`src/design/parm_pkg.sv`:
```
// Package for the pulse arc rate monitor: widths, codes, item and result types, helpers.
`default_nettype none

package parm_pkg;

   // Width of the saturating event counters and their decay timers.
   localparam int COUNT_WIDTH = 16;
   localparam int CFG_W       = 16;
   localparam int CMP_W       = (COUNT_WIDTH > CFG_W) ? COUNT_WIDTH : CFG_W;
   localparam int OUT_CNT_W   = 16;
   localparam int CSR_IDX_W   = 3;

   localparam logic [COUNT_WIDTH-1:0] CNT_MAX = {COUNT_WIDTH{1'b1}};

   typedef logic [COUNT_WIDTH-1:0] cnt_type;

   typedef enum logic [2:0] {
      MODE_PULSE       = 3'd0,
      MODE_TICK        = 3'd1,
      MODE_UNTRIGGERED = 3'd2,
      MODE_RESTART     = 3'd3,
      MODE_CLR_SESSION = 3'd4,
      MODE_CLR_TOTALS  = 3'd5
   } mode_type;

   typedef enum logic [CSR_IDX_W-1:0] {
      CSR_FAST_DECAY  = 3'd0,
      CSR_SLOW_DECAY  = 3'd1,
      CSR_FAST_LIMIT  = 3'd2,
      CSR_SLOW_LIMIT  = 3'd3,
      CSR_CONS_LIMIT  = 3'd4,
      CSR_FALSE_DECAY = 3'd5,
      CSR_FALSE_LIMIT = 3'd6
   } csr_index_type;

   localparam int FAULT_FAST  = 0;
   localparam int FAULT_SLOW  = 1;
   localparam int FAULT_CONS  = 2;
   localparam int FAULT_FALSE = 3;

   typedef struct packed {
      logic [CFG_W-1:0] fast_decay_pulses;
      logic [CFG_W-1:0] slow_decay_pulses;
      logic [CFG_W-1:0] fast_arc_limit;
      logic [CFG_W-1:0] slow_arc_limit;
      logic [CFG_W-1:0] consecutive_arc_limit;
      logic [CFG_W-1:0] false_decay_ticks;
      logic [CFG_W-1:0] false_trigger_limit;
   } cfg_type;

   typedef struct packed {
      logic [2:0] mode;
      logic       over_latch_set;
      logic       min_latch_set;
   } item_type;

   typedef struct packed {
      logic                 pulse_was_arc;
      logic [3:0]           fault_flags;
      logic [OUT_CNT_W-1:0] fast_arc_count;
      logic [OUT_CNT_W-1:0] slow_arc_count;
      logic [OUT_CNT_W-1:0] consecutive_arc_count;
      logic [OUT_CNT_W-1:0] false_trigger_count;
      logic [31:0]          arc_total_out;
      logic [63:0]          pulse_total_out;
      logic [31:0]          session_pulses;
      logic [31:0]          session_arcs;
   } result_type;

   function automatic cnt_type sat_inc(input cnt_type v);
      sat_inc = (v == CNT_MAX) ? CNT_MAX : v + cnt_type'(1);
   endfunction

   function automatic cnt_type floor_dec(input cnt_type v);
      floor_dec = (v == '0) ? '0 : v - cnt_type'(1);
   endfunction

   // Unsigned counter >= register compare at the wider of the two widths.
   function automatic logic cnt_ge(input cnt_type v, input logic [CFG_W-1:0] c);
      cnt_ge = CMP_W'(v) >= CMP_W'(c);
   endfunction

endpackage

`default_nettype wire

```
`src/design/parm_ifs.sv`:
```
// Handshake interfaces for the request, response and register-write channels.
`default_nettype none

interface parm_req_if;
   logic       valid;
   logic       ready;
   logic [2:0] mode;
   logic       over_latch_set;
   logic       min_latch_set;

   modport source (output valid, output mode, output over_latch_set,
                   output min_latch_set, input ready);
   modport sink   (input valid, input mode, input over_latch_set,
                   input min_latch_set, output ready);
endinterface

interface parm_rsp_if;
   logic        valid;
   logic        ready;
   logic        pulse_was_arc;
   logic [3:0]  fault_flags;
   logic [15:0] fast_arc_count;
   logic [15:0] slow_arc_count;
   logic [15:0] consecutive_arc_count;
   logic [15:0] false_trigger_count;
   logic [31:0] arc_total_out;
   logic [63:0] pulse_total_out;
   logic [31:0] session_pulses;
   logic [31:0] session_arcs;

   modport source (output valid, output pulse_was_arc, output fault_flags,
                   output fast_arc_count, output slow_arc_count,
                   output consecutive_arc_count, output false_trigger_count,
                   output arc_total_out, output pulse_total_out,
                   output session_pulses, output session_arcs, input ready);
   modport sink   (input valid, input pulse_was_arc, input fault_flags,
                   input fast_arc_count, input slow_arc_count,
                   input consecutive_arc_count, input false_trigger_count,
                   input arc_total_out, input pulse_total_out,
                   input session_pulses, input session_arcs, output ready);
endinterface

interface parm_csr_if;
   logic        valid;
   logic        ready;
   logic [2:0]  index;
   logic [15:0] data;

   modport source (output valid, output index, output data, input ready);
   modport sink   (input valid, input index, input data, output ready);
endinterface

`default_nettype wire

```
`src/design/parm_counters.sv`:
```
// Arc, decay and total counters with fault latches; next state feeds the result register.
`default_nettype none

module parm_counters (
   input  wire logic              clock,
   input  wire logic              reset,
   input  wire logic              accept,
   input  wire parm_pkg::item_type   item,
   input  wire parm_pkg::cfg_type    cfg,
   output parm_pkg::result_type      result
);
   import parm_pkg::*;

   cnt_type     fast_arcs_ff, fast_arcs_in;
   cnt_type     slow_arcs_ff, slow_arcs_in;
   cnt_type     run_arcs_ff, run_arcs_in;
   cnt_type     fast_pulse_ff, fast_pulse_in;
   cnt_type     slow_pulse_ff, slow_pulse_in;
   cnt_type     false_trig_ff, false_trig_in;
   cnt_type     false_tick_ff, false_tick_in;
   logic [31:0] lifetime_arcs_ff, lifetime_arcs_in;
   logic [63:0] lifetime_pulses_ff, lifetime_pulses_in;
   logic [31:0] hv_pulses_ff, hv_pulses_in;
   logic [31:0] hv_arcs_ff, hv_arcs_in;
   logic [3:0]  fault_ff, fault_in;

   logic    arc;
   logic    fast_due, slow_due, tick_due;
   cnt_type fast_raised, slow_raised, tick_next;

   assign arc         = item.over_latch_set | ~item.min_latch_set;
   assign fast_due    = cnt_ge(fast_pulse_ff, cfg.fast_decay_pulses);
   assign slow_due    = cnt_ge(slow_pulse_ff, cfg.slow_decay_pulses);
   assign fast_raised = arc ? sat_inc(fast_arcs_ff) : fast_arcs_ff;
   assign slow_raised = arc ? sat_inc(slow_arcs_ff) : slow_arcs_ff;
   assign tick_next   = sat_inc(false_tick_ff);
   assign tick_due    = cnt_ge(tick_next, cfg.false_decay_ticks);

   always_comb begin
      fast_arcs_in       = fast_arcs_ff;
      slow_arcs_in       = slow_arcs_ff;
      run_arcs_in        = run_arcs_ff;
      fast_pulse_in      = fast_pulse_ff;
      slow_pulse_in      = slow_pulse_ff;
      false_trig_in      = false_trig_ff;
      false_tick_in      = false_tick_ff;
      lifetime_arcs_in   = lifetime_arcs_ff;
      lifetime_pulses_in = lifetime_pulses_ff;
      hv_pulses_in       = hv_pulses_ff;
      hv_arcs_in         = hv_arcs_ff;
      fault_in           = fault_ff;
      case (mode_type'(item.mode))
         MODE_PULSE: begin
            if (arc) begin
               lifetime_arcs_in = lifetime_arcs_ff + 32'd1;
               hv_arcs_in       = hv_arcs_ff + 32'd1;
               run_arcs_in      = sat_inc(run_arcs_ff);
            end else begin
               run_arcs_in = floor_dec(run_arcs_ff);
            end
            lifetime_pulses_in = lifetime_pulses_ff + 64'd1;
            hv_pulses_in       = hv_pulses_ff + 32'd1;
            // An expired timer restarts from zero and takes one count off its counter.
            fast_pulse_in = fast_due ? '0 : sat_inc(fast_pulse_ff);
            slow_pulse_in = slow_due ? '0 : sat_inc(slow_pulse_ff);
            fast_arcs_in  = fast_due ? floor_dec(fast_raised) : fast_raised;
            slow_arcs_in  = slow_due ? floor_dec(slow_raised) : slow_raised;
            fault_in[FAULT_FAST] = fault_ff[FAULT_FAST] |
                                   cnt_ge(fast_arcs_in, cfg.fast_arc_limit);
            fault_in[FAULT_SLOW] = fault_ff[FAULT_SLOW] |
                                   cnt_ge(slow_arcs_in, cfg.slow_arc_limit);
            fault_in[FAULT_CONS] = fault_ff[FAULT_CONS] |
                                   cnt_ge(run_arcs_in, cfg.consecutive_arc_limit);
         end
         MODE_TICK: begin
            false_tick_in = tick_due ? '0 : tick_next;
            false_trig_in = tick_due ? floor_dec(false_trig_ff) : false_trig_ff;
            fault_in[FAULT_FALSE] = fault_ff[FAULT_FALSE] |
                                    cnt_ge(false_trig_in, cfg.false_trigger_limit);
         end
         MODE_UNTRIGGERED: begin
            false_trig_in = sat_inc(false_trig_ff);
         end
         MODE_RESTART: begin
            fast_arcs_in  = '0;
            slow_arcs_in  = '0;
            run_arcs_in   = '0;
            fast_pulse_in = '0;
            slow_pulse_in = '0;
            false_trig_in = '0;
            fault_in      = '0;
         end
         MODE_CLR_SESSION: begin
            hv_pulses_in = '0;
            hv_arcs_in   = '0;
         end
         MODE_CLR_TOTALS: begin
            lifetime_arcs_in   = '0;
            lifetime_pulses_in = '0;
            hv_pulses_in       = '0;
            hv_arcs_in         = '0;
         end
         default: begin
         end
      endcase
   end

   always_ff @(posedge clock) begin
      if (reset) begin
         fast_arcs_ff       <= '0;
         slow_arcs_ff       <= '0;
         run_arcs_ff        <= '0;
         fast_pulse_ff      <= '0;
         slow_pulse_ff      <= '0;
         false_trig_ff      <= '0;
         false_tick_ff      <= '0;
         lifetime_arcs_ff   <= '0;
         lifetime_pulses_ff <= '0;
         hv_pulses_ff       <= '0;
         hv_arcs_ff         <= '0;
         fault_ff           <= '0;
      end else if (accept) begin
         fast_arcs_ff       <= fast_arcs_in;
         slow_arcs_ff       <= slow_arcs_in;
         run_arcs_ff        <= run_arcs_in;
         fast_pulse_ff      <= fast_pulse_in;
         slow_pulse_ff      <= slow_pulse_in;
         false_trig_ff      <= false_trig_in;
         false_tick_ff      <= false_tick_in;
         lifetime_arcs_ff   <= lifetime_arcs_in;
         lifetime_pulses_ff <= lifetime_pulses_in;
         hv_pulses_ff       <= hv_pulses_in;
         hv_arcs_ff         <= hv_arcs_in;
         fault_ff           <= fault_in;
      end
   end

   always_comb begin
      result.pulse_was_arc         = (mode_type'(item.mode) == MODE_PULSE) & arc;
      result.fault_flags           = fault_in;
      result.fast_arc_count        = OUT_CNT_W'(fast_arcs_in);
      result.slow_arc_count        = OUT_CNT_W'(slow_arcs_in);
      result.consecutive_arc_count = OUT_CNT_W'(run_arcs_in);
      result.false_trigger_count   = OUT_CNT_W'(false_trig_in);
      result.arc_total_out         = lifetime_arcs_in;
      result.pulse_total_out       = lifetime_pulses_in;
      result.session_pulses        = hv_pulses_in;
      result.session_arcs          = hv_arcs_in;
   end

   // Faults only clear on a restart.
   a_fault_sticky: assert property (@(posedge clock) disable iff (reset)
      (accept && item.mode != MODE_RESTART) |=>
         ((fault_ff & $past(fault_ff)) == $past(fault_ff)))
      else $error("fault latch cleared without a restart");

   a_restart_clears: assert property (@(posedge clock) disable iff (reset)
      (accept && item.mode == MODE_RESTART) |=>
         (fault_ff == '0 && fast_arcs_ff == '0 && run_arcs_ff == '0))
      else $error("restart left counters or faults set");

   a_idle_holds: assert property (@(posedge clock) disable iff (reset)
      !accept |=> ($stable(lifetime_pulses_ff) && $stable(fast_arcs_ff) &&
                   $stable(false_tick_ff)))
      else $error("counter state moved without an item");

   a_pulse_counts: assert property (@(posedge clock) disable iff (reset)
      (accept && item.mode == MODE_PULSE) |=>
         (lifetime_pulses_ff == $past(lifetime_pulses_ff) + 64'd1))
      else $error("pulse item did not advance the pulse total");

endmodule

`default_nettype wire

```
`src/design/pulse_arc_rate_monitor.sv`:
```
// Top level of the pulse arc rate monitor: register file, counters and result register.
//
//   channel  direction  carries
//   req_ch   in         one event item: mode, over_latch_set, min_latch_set
//   rsp_ch   out        one result item per event: faults, counters, totals
//   csr_ch   in         register write: index, data
//
// One item per cycle: each event's counter updates and limit compares finish in the
// cycle it is accepted, and its result lands in the response register the next cycle.
// The response register frees in the cycle it is taken, so req_ch.ready stays high
// while rsp_ch.ready is high; a stalled response holds the request side off.
// Synchronous reset clears all counters, faults and totals and loads register defaults.
// Register writes are always taken and apply from the next item on.
`default_nettype none

module pulse_arc_rate_monitor (
   input wire logic    clock,
   input wire logic    reset,
   parm_req_if.sink    req_ch,
   parm_rsp_if.source  rsp_ch,
   parm_csr_if.sink    csr_ch
);
   import parm_pkg::*;

   cfg_type    cfg_ff, cfg_in;
   logic       rsp_valid_ff, rsp_valid_in;
   result_type rsp_data_ff;
   result_type result;
   item_type   item;
   logic       accept;

   assign req_ch.ready = ~reset & (~rsp_valid_ff | rsp_ch.ready);
   assign accept       = req_ch.valid & req_ch.ready;
   assign csr_ch.ready = 1'b1;

   assign item.mode           = req_ch.mode;
   assign item.over_latch_set = req_ch.over_latch_set;
   assign item.min_latch_set  = req_ch.min_latch_set;

   always_comb begin
      cfg_in = cfg_ff;
      if (csr_ch.valid) begin
         case (csr_index_type'(csr_ch.index))
            CSR_FAST_DECAY:  cfg_in.fast_decay_pulses     = csr_ch.data;
            CSR_SLOW_DECAY:  cfg_in.slow_decay_pulses     = csr_ch.data;
            CSR_FAST_LIMIT:  cfg_in.fast_arc_limit        = csr_ch.data;
            CSR_SLOW_LIMIT:  cfg_in.slow_arc_limit        = csr_ch.data;
            CSR_CONS_LIMIT:  cfg_in.consecutive_arc_limit = csr_ch.data;
            CSR_FALSE_DECAY: cfg_in.false_decay_ticks     = csr_ch.data;
            CSR_FALSE_LIMIT: cfg_in.false_trigger_limit   = csr_ch.data;
            default: begin
            end
         endcase
      end
   end

   always_ff @(posedge clock) begin
      if (reset) begin
         cfg_ff.fast_decay_pulses     <= CFG_W'(20);
         cfg_ff.slow_decay_pulses     <= CFG_W'(1000);
         cfg_ff.fast_arc_limit        <= CFG_W'(50);
         cfg_ff.slow_arc_limit        <= CFG_W'(50);
         cfg_ff.consecutive_arc_limit <= CFG_W'(5);
         cfg_ff.false_decay_ticks     <= CFG_W'(100);
         cfg_ff.false_trigger_limit   <= CFG_W'(10);
      end else begin
         cfg_ff <= cfg_in;
      end
   end

   parm_counters u_counters (
      .clock  (clock),
      .reset  (reset),
      .accept (accept),
      .item   (item),
      .cfg    (cfg_ff),
      .result (result)
   );

   assign rsp_valid_in = accept | (rsp_valid_ff & ~rsp_ch.ready);

   always_ff @(posedge clock) begin
      if (reset) begin
         rsp_valid_ff <= 1'b0;
      end else begin
         rsp_valid_ff <= rsp_valid_in;
      end
   end

   always_ff @(posedge clock) begin
      if (accept) begin
         rsp_data_ff <= result;
      end
   end

   assign rsp_ch.valid                 = rsp_valid_ff;
   assign rsp_ch.pulse_was_arc         = rsp_data_ff.pulse_was_arc;
   assign rsp_ch.fault_flags           = rsp_data_ff.fault_flags;
   assign rsp_ch.fast_arc_count        = rsp_data_ff.fast_arc_count;
   assign rsp_ch.slow_arc_count        = rsp_data_ff.slow_arc_count;
   assign rsp_ch.consecutive_arc_count = rsp_data_ff.consecutive_arc_count;
   assign rsp_ch.false_trigger_count   = rsp_data_ff.false_trigger_count;
   assign rsp_ch.arc_total_out         = rsp_data_ff.arc_total_out;
   assign rsp_ch.pulse_total_out       = rsp_data_ff.pulse_total_out;
   assign rsp_ch.session_pulses        = rsp_data_ff.session_pulses;
   assign rsp_ch.session_arcs          = rsp_data_ff.session_arcs;

   // A new item is only taken when the response register is empty or emptying.
   a_no_overwrite: assert property (@(posedge clock) disable iff (reset)
      (rsp_valid_ff && !rsp_ch.ready) |-> !accept)
      else $error("item accepted over an untaken result");

   a_result_follows: assert property (@(posedge clock) disable iff (reset)
      accept |=> rsp_valid_ff)
      else $error("accepted item produced no result");

   a_arc_only_on_pulse: assert property (@(posedge clock) disable iff (reset)
      (accept && req_ch.mode != MODE_PULSE) |=> !rsp_data_ff.pulse_was_arc)
      else $error("arc flagged on a non-pulse item");

endmodule

`default_nettype wire

```
`src/flat_wrapper.sv`:
```
// flat-port wrapper written by rule: the top's interface ports become plain ports
module pulse_arc_rate_monitor_flat import parm_pkg::*;
  (clock, reset, req_ch_valid, req_ch_mode, req_ch_over_latch_set, req_ch_min_latch_set, req_ch_ready, rsp_ch_valid, rsp_ch_pulse_was_arc, rsp_ch_fault_flags, rsp_ch_fast_arc_count, rsp_ch_slow_arc_count, rsp_ch_consecutive_arc_count, rsp_ch_false_trigger_count, rsp_ch_arc_total_out, rsp_ch_pulse_total_out, rsp_ch_session_pulses, rsp_ch_session_arcs, rsp_ch_ready, csr_ch_valid, csr_ch_index, csr_ch_data, csr_ch_ready);
  parm_req_if req_ch_i ();
  parm_rsp_if rsp_ch_i ();
  parm_csr_if csr_ch_i ();
  input wire logic clock;
  input wire logic reset;
  input wire logic [$bits(req_ch_i.valid)-1:0] req_ch_valid;
  input wire logic [$bits(req_ch_i.mode)-1:0] req_ch_mode;
  input wire logic [$bits(req_ch_i.over_latch_set)-1:0] req_ch_over_latch_set;
  input wire logic [$bits(req_ch_i.min_latch_set)-1:0] req_ch_min_latch_set;
  output wire logic [$bits(req_ch_i.ready)-1:0] req_ch_ready;
  output wire logic [$bits(rsp_ch_i.valid)-1:0] rsp_ch_valid;
  output wire logic [$bits(rsp_ch_i.pulse_was_arc)-1:0] rsp_ch_pulse_was_arc;
  output wire logic [$bits(rsp_ch_i.fault_flags)-1:0] rsp_ch_fault_flags;
  output wire logic [$bits(rsp_ch_i.fast_arc_count)-1:0] rsp_ch_fast_arc_count;
  output wire logic [$bits(rsp_ch_i.slow_arc_count)-1:0] rsp_ch_slow_arc_count;
  output wire logic [$bits(rsp_ch_i.consecutive_arc_count)-1:0] rsp_ch_consecutive_arc_count;
  output wire logic [$bits(rsp_ch_i.false_trigger_count)-1:0] rsp_ch_false_trigger_count;
  output wire logic [$bits(rsp_ch_i.arc_total_out)-1:0] rsp_ch_arc_total_out;
  output wire logic [$bits(rsp_ch_i.pulse_total_out)-1:0] rsp_ch_pulse_total_out;
  output wire logic [$bits(rsp_ch_i.session_pulses)-1:0] rsp_ch_session_pulses;
  output wire logic [$bits(rsp_ch_i.session_arcs)-1:0] rsp_ch_session_arcs;
  input wire logic [$bits(rsp_ch_i.ready)-1:0] rsp_ch_ready;
  input wire logic [$bits(csr_ch_i.valid)-1:0] csr_ch_valid;
  input wire logic [$bits(csr_ch_i.index)-1:0] csr_ch_index;
  input wire logic [$bits(csr_ch_i.data)-1:0] csr_ch_data;
  output wire logic [$bits(csr_ch_i.ready)-1:0] csr_ch_ready;
  assign req_ch_i.valid = req_ch_valid;
  assign req_ch_i.mode = req_ch_mode;
  assign req_ch_i.over_latch_set = req_ch_over_latch_set;
  assign req_ch_i.min_latch_set = req_ch_min_latch_set;
  assign req_ch_ready = req_ch_i.ready;
  assign rsp_ch_valid = rsp_ch_i.valid;
  assign rsp_ch_pulse_was_arc = rsp_ch_i.pulse_was_arc;
  assign rsp_ch_fault_flags = rsp_ch_i.fault_flags;
  assign rsp_ch_fast_arc_count = rsp_ch_i.fast_arc_count;
  assign rsp_ch_slow_arc_count = rsp_ch_i.slow_arc_count;
  assign rsp_ch_consecutive_arc_count = rsp_ch_i.consecutive_arc_count;
  assign rsp_ch_false_trigger_count = rsp_ch_i.false_trigger_count;
  assign rsp_ch_arc_total_out = rsp_ch_i.arc_total_out;
  assign rsp_ch_pulse_total_out = rsp_ch_i.pulse_total_out;
  assign rsp_ch_session_pulses = rsp_ch_i.session_pulses;
  assign rsp_ch_session_arcs = rsp_ch_i.session_arcs;
  assign rsp_ch_i.ready = rsp_ch_ready;
  assign csr_ch_i.valid = csr_ch_valid;
  assign csr_ch_i.index = csr_ch_index;
  assign csr_ch_i.data = csr_ch_data;
  assign csr_ch_ready = csr_ch_i.ready;
  pulse_arc_rate_monitor u_core (.clock(clock), .reset(reset), .req_ch(req_ch_i), .rsp_ch(rsp_ch_i), .csr_ch(csr_ch_i));
endmodule
```
`config.mk`:
```
export PLATFORM = sky130hd
export DESIGN_NAME = pulse_arc_rate_monitor_flat
export DESIGN_NICKNAME = d
export VERILOG_FILES = /design/src/design/parm_pkg.sv /design/src/design/parm_ifs.sv /design/src/design/parm_counters.sv /design/src/design/pulse_arc_rate_monitor.sv /design/src/flat_wrapper.sv
export SDC_FILE = /design/constraint.sdc
export NUM_CORES = 2
export LEC_CHECK = 0
export ABC_CLOCK_PERIOD_IN_PS = 16800
export BUFFER_PORTS_ARGS = -buffer_cell sky130_fd_sc_hd__buf_2
export CORE_UTILIZATION = 65
export CTS_CLUSTER_DIAMETER = 40
export CTS_CLUSTER_SIZE = 30
export DETAILED_ROUTE_END_ITERATION = 6
export PLACE_DENSITY = 0.85
export REMOVE_ABC_BUFFERS = 1
export SYNTH_ARGS = -nofsm -noshare
export SYNTH_HDL_FRONTEND = slang
export SYNTH_SLANG_ARGS = --single-unit
```
`constraint.sdc`:
```
create_clock -name clock -period 16.8 [get_ports clock]
set_input_delay 1.68 -clock clock [delete_from_list [all_inputs] [get_ports clock]]
set_output_delay 1.68 -clock clock [all_outputs]
set_load 0.03 [all_outputs]
```
* Word level (Yosys, flattened, before mapping) *
Cells that the tools add are included.

cells by class
  reductions and logical operators = 17
  multiplexer cells = 35
  bitwise logic cells = 15
  eq/ne operators = 18
  add/sub/neg operators = 15
  $lt $le $gt $ge = 7

operator list
  kind                   count
  $mux 16                21
  $pmux 32 s2            3
  $pmux 16 s2            5
  $pmux 64 s2            1
  $add 16x1->16 const B  7
  $eq 16x16->1 const B   7
  $ge 16x16->1           7
  $add 32x1->32 const B  3
  $add 64x1->64 const B  1
  $logic_not 16->1       4
  $mux 32                2
  $sub 16x1->16 const B  4
  $pmux 16 s3            1
  $reduce_and 2->1       9
  $eq 3x3->1 const B     5
  $eq 3x2->1 const B     4
  $or 1x1->1             7
  $eq 3x1->1 const B     2
  $logic_not 3->1        2
  $pmux 3 s2             1
  $and 1x1->1            4
  $not 1->1              4
  $pmux 1 s2             1
  $reduce_bool 2->1      1
  $reduce_or 2->1        1

word-level totals
  flip-flop bits (word level) = 618
  logic and storage cells = 137
  input port bits = 29

* Logic depth before layout (Yosys ltp) *
  depth after elaboration = 9
  mapped depth = 24

* By module *
Synthesis repeated with hierarchy kept, for this count alone.

second synthesis, totals
  cell total of the unflattened synthesis = 4001
  area, all modules = 34540.6 um^2

modules (own cells, without submodules)
  module                  area an instance (um^2)  times used  cells an instance
  parm_counters           23189.7                  1           3362
  pulse_arc_rate_monitor  11350.9                  1           639

* Worst setup path after synthesis *
Ideal clock, no wire load.

  kind = input to register
  from = input port reset
  to = register u_core.rsp_data_ff (netlist bit u_core.rsp_ch.arc_total_out[0]) (enable)
  stages = 7
  arrival = 9461 ps
  required time = 16119 ps
  setup slack = 6658 ps
  cell sequence = clkbuf_1 nor2_1 nand2_1 inv_1 clkbuf_1 clkbuf_1 buf_1

between the ends
  cells in the longest elaborated chain, start to end = 3

ends and longest elaborated chain
  element                  RTL line                      source
  from (decl)              flat_wrapper.sv:8             input wire logic reset;
  $not 1->1                pulse_arc_rate_monitor.sv:32  assign req_ch.ready = ~reset & (~rsp_valid_ff | rsp_ch.ready);
  $and 1x1->1              pulse_arc_rate_monitor.sv:32
  named net req_ch_ready   flat_wrapper.sv:13            output wire logic [$bits(req_ch_i.ready)-1:0] req_ch_ready;
  $and 1x1->1              pulse_arc_rate_monitor.sv:33  assign accept = req_ch.valid & req_ch.ready;
  named net u_core.accept  pulse_arc_rate_monitor.sv:30  logic accept;
  to (signal assigned)     pulse_arc_rate_monitor.sv:92  rsp_data_ff <= result;
  to (decl)                pulse_arc_rate_monitor.sv:27  result_type rsp_data_ff;

The timed path passes the listed nets, and every way through them passes these cells.
A chain may end at the register's enable or synchronous reset.

==> flow_summary.ini <==
[run_status]
status = finished with violations
failed_checks = design-rule violations

[setup_path]
path_class = reg2reg
cp_data_arrival_time_ns = 5.98
cp.required_ns = 17.31
timing.rr.start = u_core.u_counters.false_tick_ff[0]
critPathLaunch = u_core.u_counters.false_tick_ff[0]
crit_end = u_core.u_counters.fault_ff[3]
crit_path_cell_trace = ha_1, and3_1, nand3_1, nor3_1, nand2b_1, and2_1, ha_1, nand2b_1, a211oi_1, o211ai_1, a31o_2, nand2_1, nor2_1, a21oi_1, ha_1, nand2b_1, a21o_1, a21o_1, a21o_1, a21o_1, a2111oi_0, o31ai_1, a21bo_2
r2r_end = u_core.u_counters.fault_ff[3]
reg2reg_slack_ns = 11.33
rr_worst_depth = 23
slowest_delay_ns = 0.42
crit_path_top_delay_cell = nor3_1
cpMostUsedCell = a21o_1
endpoint_kind = flip-flop
start_kind = flip-flop
critPathMaxFanout = 13

[grt]
grt_pass1_wl_um = 150200
grtUsageMet3_pct = 5.901
grt_overflow_total = 0
grt_pass1_vias = 28844
grt_busiest_layer = met2
grt_max_degree = 211
use_met2_pct = 56.87
grt_util_met1_pct = 45.90
antenna_found_initial = 0
grt_util_all_layers_pct = 35.20

[floorplanning]
dieArea_um2 = 52410
start_util_pct = 66.31
fp.dieH_um = 228.9
dieWidth_um = 228.9
num_io_pins = 261
rows = 82
coreArea_um2 = 50480

[synthesis]
syn-instance-count = 4018
syn_avg_cell_area_um2 = 8.331
ys.flop_type = dfxtp_1
ys_types = 93
yosys_warnings = 0
ys_ff_latch = 618
async_flop_share_pct = 0
syn_area_um2 = 33470
synth_edf_count = 229
ys_seq_area_share_pct = 43.81

[sta]
setup_tns_ns = 0
finalMaxSlewViolations = 0
slew_headroom_pct = 14.04
worstMarginPinSlew_ns = 1.286
fmax_mhz = 182.8
min_period_over_period_pct = 32.55
rsz0062_at_grt = no
finalHoldViolations = 0
period_needed_ns = 5.469
setup_violations = 0
skew_ns = 0.01660
whs_ns = 0.4532

[drt]
drt-total-wl_um = 94710
wl_per_cell_um = 19.40
ant_nets = 0
dr.pass1.iters = 7
drt_iter0_drc = 3972
num_vias = 31597
viasPerCell = 6.472
route.detailed.drc = 7

[power]
powerDensity_nw_per_um2 = 98.10
swShare_pct = 26.33
power.share.sequential_pct = 43.2
p_switching_mw = 0.9772
combPwrFrac_pct = 7.6
vdd_drop_max_v = 0.0001055
clkPwrFrac_pct = 49.2
total_power_mw = 3.711
p_leak_nw = 14.81
p_int_mw = 2.734

[place]
gp_congestion = 0.9493
dp_hpwl_um = 61040
io_buffers = 259
dpl_cell_area_um2 = 34910

[clock_network]
post_cts_buffers = 0
post_cts_resized = 0
tritoncts = yes
cts_sinks = 618
clk_latency_ns = 0.63
cts_max_level = 3
hold_buffers = 0
clkTransAtPathRegs_ns = 0.05
cts_buffers = 84
clockBufferDepth = 3
cts-root-buf = clkbuf_16

[final_layout]
layout-area-overhead-vs-synth_pct = 13.01
fillCellCount = 3725
regArea_um2 = 14660
layout-drive-gt1-share_pct = 12.64
multi_input_area_um2 = 17210
final_util_pct = 74.94
antenna_cells = 0
finalInstanceArea_um2 = 37830
nNetsFinal = 4296

[hold_path]
worst_hold_startpoint = u_core.cfg_ff[91]
hp-class = reg2reg

[job]
drv_cap = 0
state kept, by name (all words and copies together) (netlist names), 32 cells and up:
register	flops
u_core.u_counters.hv_pulses_ff	32
u_core.cfg_ff	112
u_core.rsp_ch.pulse_total_out	64
u_core.rsp_ch.arc_total_out	32
u_core.u_counters.hv_arcs_ff	32
u_core.u_counters.lifetime_pulses_ff	64
u_core.u_counters.lifetime_arcs_ff	32
u_core.rsp_ch.session_arcs	32
u_core.rsp_ch.session_pulses	32
power by group through the flow:
stage | sequential [mW] | combinational, mW | clock [mW]
floorplan | 1.68 | 0.128 | 0
global placement | 1.63 | 0.271 | 0
detailed placement | 1.63 | 0.275 | 0
CTS | 1.60 | 0.277 | 1.84
global route | 1.60 | 0.301 | 1.91
finish | 1.60 | 0.283 | 1.83
Yosys cell counts, drive strengths merged, types with 11 or more instances:
| library cell | instances | area share, % |
|---|---|---|
| ha | 128 | 4.8 |
| a32o | 11 | 0.33 |
| o21ai | 382 | 5.7 |
| nor2 | 237 | 2.7 |
| a31o | 13 | 0.34 |
| nand2 | 712 | 8.0 |
| nand3 | 198 | 3.0 |
| o31ai | 61 | 1.4 |
| edfxtp | 229 | 21 |
| and2 | 29 | 0.55 |
| nor2b | 32 | 0.60 |
| and4 | 25 | 0.66 |
| a21oi | 254 | 3.8 |
| a21o | 80 | 1.8 |
| inv | 160 | 1.8 |
| and3 | 90 | 1.7 |
| a31oi | 75 | 1.4 |
| nor3 | 109 | 1.7 |
| a22oi | 15 | 0.34 |
| mux2i | 16 | 0.48 |
| dfxtp | 389 | 23 |
| o22ai | 13 | 0.24 |
| clkbuf | 207 | 2.3 |
| xor2 | 32 | 0.84 |
| nand2b | 30 | 0.56 |
| xnor2 | 39 | 1.0 |
| buf | 54 | 0.86 |
| a22o | 62 | 1.6 |
| or3 | 29 | 0.56 |
| nand4 | 76 | 1.5 |
| or2 | 18 | 0.34 |
| nor4 | 28 | 0.61 |
| a211oi | 16 | 0.40 |
| o211ai | 38 | 0.85 |
routing by layer:
metal | routed length, µm | part of all wire [%] | vias up
li1 | - | - | 14784
met3 | 8662 | 9.1 | 312
met2 | 44170 | 47 | 1697
met5 | 0 | 0 | -
met1 | 37680 | 40 | 14804
met4 | 4190 | 4.4 | 0
logic make-up (layout without fill, tap and decap cells):
logic type / after synthesis / count (layout) / share of synthesized area, %
AND/OR/NAND/NOR: 1648 / 1648 / 23.29
AO/OA/AOI/OAI: 1106 / 1106 / 20.51
flip-flops: 618 / 618 / 43.81
buffers and inverters: 422 / 614 / 5.001
adder cells (fa/ha/maj): 128 / 128 / 4.784
XOR/XNOR: 71 / 71 / 1.858
multiplexers: 24 / 24 / 0.7476
other: 1 / 1 / 0.01120
how the worst min path moves through the flow:
stage | endpoint | cells after the start | slack (ns)
floorplan | u_core.cfg_ff[101] | 2 | 0.43
global placement | u_core.cfg_ff[95] | 2 | 0.44
detailed placement | u_core.cfg_ff[101] | 2 | 0.45
CTS | u_core.cfg_ff[43] | 2 | 0.45
global route | u_core.cfg_ff[84] | 2 | 0.47
finish | u_core.cfg_ff[91] | 2 | 0.45
cells in the final DEF (no fill, tap or decap), types with 99 or more instances in the layout:
cell type  count
nor2_1       230
ha_1         128
a21oi_1      254
buf_2        258
o21ai_0      374
nor3_1        99
dfxtp_1      389
nand3_1      197
edfxtp_1     229
inv_1        159
nand2_1      708
stage by stage:
stage               worst slack, ns  instances
floorplan                    0.2352       3757
global placement              10.93       4725
detailed placement            10.80       4725
CTS                           11.37       4882
global route                  10.90       4882
finish                        11.33       4882
critical path, delay by kind of cell (launching register included):
kind	cells	cell delay, ns
fa+ha+maj	3	0.69
compound gates	11	2.34
flops	1	0.35
simple gates	9	1.98
final cells by class:
cell class	count	area share [%]
Multi-Input combinational cell	2978	45.48
Sequential cell	618	38.76
Clock buffer	92	5.970
Timing Repair Buffer	296	4.201
Tap cell	672	2.223
Clock inverter	65	1.736
Inverter	161	1.624
Note: power is estimated with default switching activity, not from simulation.
